**src/rtl/core/assert_macros.svh**
```systemverilog
// assertion macros used by the queue rtl
`ifndef ASSERT_MACROS_SVH
`define ASSERT_MACROS_SVH

// clocked check, masked while reset is held
`define SPQ_ASSERT(label, prop) \
  label: assert property (@(posedge clk) disable iff (!rst_n) prop) \
    else $error("queue assertion failed");

// clocked check that also runs during reset
`define SPQ_ASSERT_ALWAYS(label, prop) \
  label: assert property (@(posedge clk) prop) \
    else $error("queue assertion failed");

`endif

```
**src/rtl/core/spq_pkg.sv**
```systemverilog
// types and constants of the sorted priority queue
`default_nettype none

package spq_pkg;

  localparam int unsigned VALUE_W = 32;
  localparam int unsigned PRI_W   = 8;
  localparam int unsigned CNT_W   = 5;

  localparam logic MODE_INSERT = 1'b0;
  localparam logic MODE_REMOVE = 1'b1;

  typedef struct packed {
    logic signed [VALUE_W-1:0] value;
    logic        [PRI_W-1:0]   pri;
  } entry_t;

  // per-step command broadcast to every cell
  typedef struct packed {
    logic   ins;
    logic   rem;
    entry_t ent;
  } ctrl_t;

endpackage

`default_nettype wire

```
**src/rtl/core/spq_cell.sv**
```systemverilog
// one slot of the sorted chain
`default_nettype none

module spq_cell #(
  parameter int unsigned IDX = 0
) (
  input  wire logic           clk,
  input  wire spq_pkg::ctrl_t ctrl,
  input  wire logic           occ,
  input  wire spq_pkg::entry_t left_ent,
  input  wire logic           left_keep,
  input  wire spq_pkg::entry_t right_ent,
  output spq_pkg::entry_t     ent,
  output logic                keep
);
  import spq_pkg::*;

  entry_t ent_r;
  entry_t ent_nxt;

  // slot 0 stays unless its priority is strictly greater, later slots on strict less
  always_comb begin
    if (IDX == 0) begin
      keep = occ && (ent_r.pri <= ctrl.ent.pri);
    end else begin
      keep = occ && (ent_r.pri < ctrl.ent.pri);
    end
  end

  always_comb begin
    ent_nxt = ent_r;
    if (ctrl.ins && !keep) begin
      ent_nxt = left_keep ? ctrl.ent : left_ent;
    end else if (ctrl.rem) begin
      ent_nxt = right_ent;
    end
  end

  always_ff @(posedge clk) begin
    ent_r <= ent_nxt;
  end

  assign ent = ent_r;

endmodule

`default_nettype wire

```
**src/rtl/core/sorted_priority_queue.sv**
```systemverilog
// sorted priority queue top level: chain of slots plus count and result register
// the result of an item is registered and valid the cycle after the item is accepted
// throughput: one item per cycle; the next item is taken in the same cycle the result is taken
// every slot compares its priority with the new one in parallel and shifts by one place
// reset clears the entry count and the result valid and accepted flags; slot contents stay undefined
// slots at or beyond the count are never shown, so no clearing pass is needed
`default_nettype none
`include "assert_macros.svh"

module sorted_priority_queue #(
  parameter int unsigned CAPACITY = 16
) (
  input  wire logic                           clk,
  input  wire logic                           rst_n,
  // item input
  input  wire logic                           in_valid,
  output logic                                in_ready,
  input  wire logic                           in_mode,
  input  wire logic signed [spq_pkg::VALUE_W-1:0] in_value,
  input  wire logic        [spq_pkg::PRI_W-1:0]   in_priority_req,
  // result output
  output logic                                out_valid,
  input  wire logic                           out_ready,
  output logic                                out_accepted,
  output logic signed [spq_pkg::VALUE_W-1:0]  out_head_value,
  output logic        [spq_pkg::PRI_W-1:0]    out_head_priority,
  output logic                                out_not_empty,
  output logic        [spq_pkg::CNT_W-1:0]    out_count
);
  import spq_pkg::*;

  // count runs from 0 to CAPACITY inclusive
  localparam int unsigned CW = $clog2(CAPACITY + 1);

  logic          in_fire;
  ctrl_t         ctrl;
  logic [CW-1:0] count_r;
  logic [CW-1:0] count_nxt;
  logic          out_valid_r;
  logic          out_accepted_r;

  entry_t        ent  [CAPACITY];
  logic          keep [CAPACITY];
  logic          occ  [CAPACITY];

  // a new item enters whenever the result slot is free or being drained
  assign in_ready = !out_valid_r || out_ready;
  assign in_fire  = in_valid && in_ready;

  // full insert and empty remove become no-ops
  always_comb begin
    ctrl.ent.value = in_value;
    ctrl.ent.pri   = in_priority_req;
    ctrl.ins = in_fire && (in_mode == MODE_INSERT) && (count_r < CW'(CAPACITY));
    ctrl.rem = in_fire && (in_mode == MODE_REMOVE) && (count_r != '0);
  end

  always_comb begin
    count_nxt = count_r;
    if (ctrl.ins) begin
      count_nxt = count_r + 1'b1;
    end else if (ctrl.rem) begin
      count_nxt = count_r - 1'b1;
    end
  end

  // chain of slots, slot 0 holds the head
  for (genvar i = 0; i < CAPACITY; i++) begin : g_cell
    assign occ[i] = CW'(i) < count_r;

    if (i == 0) begin : g_first
      // boundary: a displaced head slot always takes the new item
      spq_cell #(.IDX(i)) u_cell (
        .clk       (clk),
        .ctrl      (ctrl),
        .occ       (occ[i]),
        .left_ent  (ctrl.ent),
        .left_keep (1'b1),
        .right_ent (ent[(i + 1) % CAPACITY]),
        .ent       (ent[i]),
        .keep      (keep[i])
      );
    end else if (i == CAPACITY - 1) begin : g_last
      // the tail has no right neighbor; what it loads on a remove is past the count
      spq_cell #(.IDX(i)) u_cell (
        .clk       (clk),
        .ctrl      (ctrl),
        .occ       (occ[i]),
        .left_ent  (ent[i - 1]),
        .left_keep (keep[i - 1]),
        .right_ent (ent[i]),
        .ent       (ent[i]),
        .keep      (keep[i])
      );
    end else begin : g_mid
      spq_cell #(.IDX(i)) u_cell (
        .clk       (clk),
        .ctrl      (ctrl),
        .occ       (occ[i]),
        .left_ent  (ent[i - 1]),
        .left_keep (keep[i - 1]),
        .right_ent (ent[i + 1]),
        .ent       (ent[i]),
        .keep      (keep[i])
      );
    end
  end

  // count and result flags; head fields are read straight from slot 0
  always_ff @(posedge clk) begin
    if (!rst_n) begin
      count_r        <= '0;
      out_valid_r    <= 1'b0;
      out_accepted_r <= 1'b0;
    end else begin
      count_r <= count_nxt;
      if (in_fire) begin
        out_valid_r    <= 1'b1;
        out_accepted_r <= ctrl.ins || ctrl.rem;
      end else if (out_ready) begin
        out_valid_r <= 1'b0;
      end
    end
  end

  // while a result waits, no item enters, so count and slot 0 hold still
  assign out_valid         = out_valid_r;
  assign out_accepted      = out_accepted_r;
  assign out_not_empty     = count_r != '0;
  assign out_head_value    = out_not_empty ? ent[0].value : '0;
  assign out_head_priority = out_not_empty ? ent[0].pri : '0;
  assign out_count         = CNT_W'(count_r);

  // count never runs past the capacity
  `SPQ_ASSERT(a_count_bound, count_r <= CW'(CAPACITY))
  // an insert that takes effect grows the count by one
  `SPQ_ASSERT(a_ins_grow, ctrl.ins |=> count_r == $past(count_r) + 1'b1)
  // a remove that takes effect shrinks the count by one
  `SPQ_ASSERT(a_rem_shrink, ctrl.rem |=> count_r == $past(count_r) - 1'b1)
  // a waiting result keeps the entry count stable
  `SPQ_ASSERT(a_hold_state, out_valid_r && !out_ready |=> $stable(count_r))

endmodule

`default_nettype wire
```
**config.mk**
```make
export PLATFORM = sky130hd
export DESIGN_NAME = sorted_priority_queue
export DESIGN_NICKNAME = d
export VERILOG_FILES = /design/src/rtl/core/spq_pkg.sv /design/src/rtl/core/spq_cell.sv /design/src/rtl/core/sorted_priority_queue.sv
export VERILOG_INCLUDE_DIRS = /design/src /design/src/rtl/core
export SDC_FILE = /design/constraint.sdc
export NUM_CORES = 1
export LEC_CHECK = 0
export BUFFER_PORTS_ARGS = -buffer_cell sky130_fd_sc_hd__clkbuf_2
export CAP_MARGIN = 40
export CORE_MARGIN = 4
export CORE_UTILIZATION = 30
export DETAILED_ROUTE_END_ITERATION = 8
export PLACE_DENSITY = 0.54
export SYNTH_ARGS = -nofsm -noshare
export SYNTH_HDL_FRONTEND = slang
export SYNTH_HIERARCHICAL = 1
export SYNTH_SLANG_ARGS = --single-unit
export TNS_END_PERCENT = 5
```
**constraint.sdc**
```tcl
create_clock -name clk -period 4.85 [get_ports clk]
set_input_delay 0 -clock clk [delete_from_list [all_inputs] [get_ports clk]]
set_output_delay 0 -clock clk [all_outputs]
set_load 0.05 [all_outputs]
```
==> results.ini <==
[outcome]
status=finished clean

[worst_setup_path]
crit_path_start=out_count[2]
reg2reg_to=g_cell[14].g_mid.u_cell/ent[28]
crit_path_end_kind=register
startpoint_type=register
cp-endpoint=g_cell[14].g_mid.u_cell/ent[28]
crit_path_max_fanout=36
r2r_slack_ns=1.44
rr_worst_depth=7
crit_type=reg2reg
arrival_ns=3.77
worstReg2RegStart=out_count[2]
worst_ep_required_time_ns=5.21

[sta]
rsz0062_at_grt=false
slew_headroom_pct=40.7
fin_crit_ns=3.41
finClkSkew_ns=0.0170
tightest_slew_ns=0.889
drv_slew=0
final_hold_viol_count=0
finalCritPeriodShare_pct=70.4
fmaxAchievable_mhz=293
setup_viol=0
setup_tns_ns=0

[die]
coreArea_um2=138000
ios=94
dieArea_um2=145000
die-width_um=381
die_h_um=381
initial_core_util_pct=30.2
rows=136

[cts]
post_cts.repair.setup_buffers=0
htree_levels=3
root_buffer=clkbuf_16
ctsLongestPathBuffers=3
ctsResizeCount=0
cts_hold_repair.buffers=7
cts_sinks=647
cts_buffers=75
clk_pin_slew_worst_paths_ns=0.06
cts_tree=done
clkLatencyLatePin_ns=0.62

[power]
leakage_nw=18.4
ir_drop_mv=0.234
power-per-cell-area_nw_per_um2=402

[global_route]
grt_pass1_vias=22600
grt_max_degree=43
grt_pass1_wl_um=145000
grt_use_total_pct=12.6
antenna_found_initial=8
grt_overflow=0

[final_layout]
finalCoreUtilization_pct=33.8
nFillCells=13300
syn2layout_area_growth_pct=11.7
final_layout_size_suffix_gt1_share_pct=58.7
nets=2880

[synth]
avgSynthCellArea_um2=15.9
syn_inst=2615
netlist_area_um2=41700
yosysWarnings=6

[detailed_routing]
highest_layer=met5
drtIter0Drc=1196
drc=0
avgRoutedWirePerCell_um=20.5
vias_per_cell=4.62
vias=21100
wl_met1_um=47900
wl_met3_um=3200
dr.pass1.iters=5
routed_wl_um=93700
antenna_left=0
dr_wl_met2_um=41000

[placed_design]
port_buffers=93
place_congestion=0.734
dp_hpwl_um=66600

[job]
drv_cap=0

[min_path]
hold_class=in2reg

## registers in the layout, indices dropped and copies added (netlist names)
| name | cells |
|---|---|
| g_cell.g_first.u_cell/ent | 40 |
| g_cell.g_last.u_cell/ent | 40 |
| out_valid | 1 |
| out_count | 5 |
| out_accepted | 1 |
| g_cell.g_mid.u_cell/ent | 560 |
## metal layers
| metal | vias to the layer above | GRT usage (%) |
|---|---|---|
| met3 | 105 | 2.19 |
| met1 | 10500 | 18.3 |
| li1 | 10200 | - |
| met4 | 10 | 2.92 |
| met5 | - | 0 |
| met2 | 230 | 19.5 |
## placed cells by master (no fill, tap or decap), types with 19 or more instances in the layout
master	count
nor2_1	30
nor2b_1	43
buf_4	45
clkbuf_2	93
mux2_2	650
clkbuf_16	77
ha_1	117
a21oi_1	28
clkbuf_1	19
mux2_4	624
inv_1	136
edfxtp_1	640
## how the worst min path moves through the flow
stage / cells past startpoint / from / endpoint
2_1_floorplan: 2 / rst_n / out_count[4]
3_3_place_gp: 3 / rst_n / out_count[4]
3_5_place_dp: 3 / rst_n / out_count[4]
4_1_cts: 3 / in_value[7] / g_cell[5].g_mid.u_cell/ent[15]
5_1_grt: 3 / in_value[13] / g_cell[8].g_mid.u_cell/ent[21]
6_report: 3 / in_value[6] / g_cell[0].g_first.u_cell/ent[14]
## layout make-up
| cell class | count | area [µm²] | area share, % |
|---|---|---|---|
| clock buffer | 97 | 2010 | 4.32 |
| timing repair buffer | 163 | 1240 | 2.66 |
| antenna | 3 | 7.51 | 0.0161 |
| tap | 1794 | 2240 | 4.82 |
| sequential | 647 | 19400 | 41.6 |
| multi-input combinational | 1694 | 21000 | 45.0 |
| clock inverter | 34 | 241 | 0.518 |
| inverter | 137 | 514 | 1.10 |
## metrics by stage
step | power, mW | instances | area (µm²) | worst slack (ns) | hold slack [ns]
floorplan | 12.2 | 2616 | 41700 | 0.653 | 0.138
global placement | 13.4 | 4418 | 44000 | 1.42 | 0.331
detailed placement | 13.6 | 4428 | 44200 | 1.39 | 0.338
CTS | 19.1 | 4566 | 46600 | 1.39 | 0.0802
global route | 19.7 | 4566 | 46600 | 1.19 | 0.141
finish | 18.7 | 4569 | 46600 | 1.44 | 0.151
## critical path: stages, from the launching register on
cell and delay (ns):
dfxtp_1 0.63, nand2_1 0.22, o21bai_1 0.36, inv_1 0.17, nor4_2 0.74, buf_12 0.32
mux2_2 0.39, mux2_4 0.27
## power breakdown
group	internal [mW]	switching, mW
combinational	2.91	2.57
sequential	7.36	0.540
clock	3.07	2.29
total	13.3	5.40
Power figures use the tool's default switching activity.
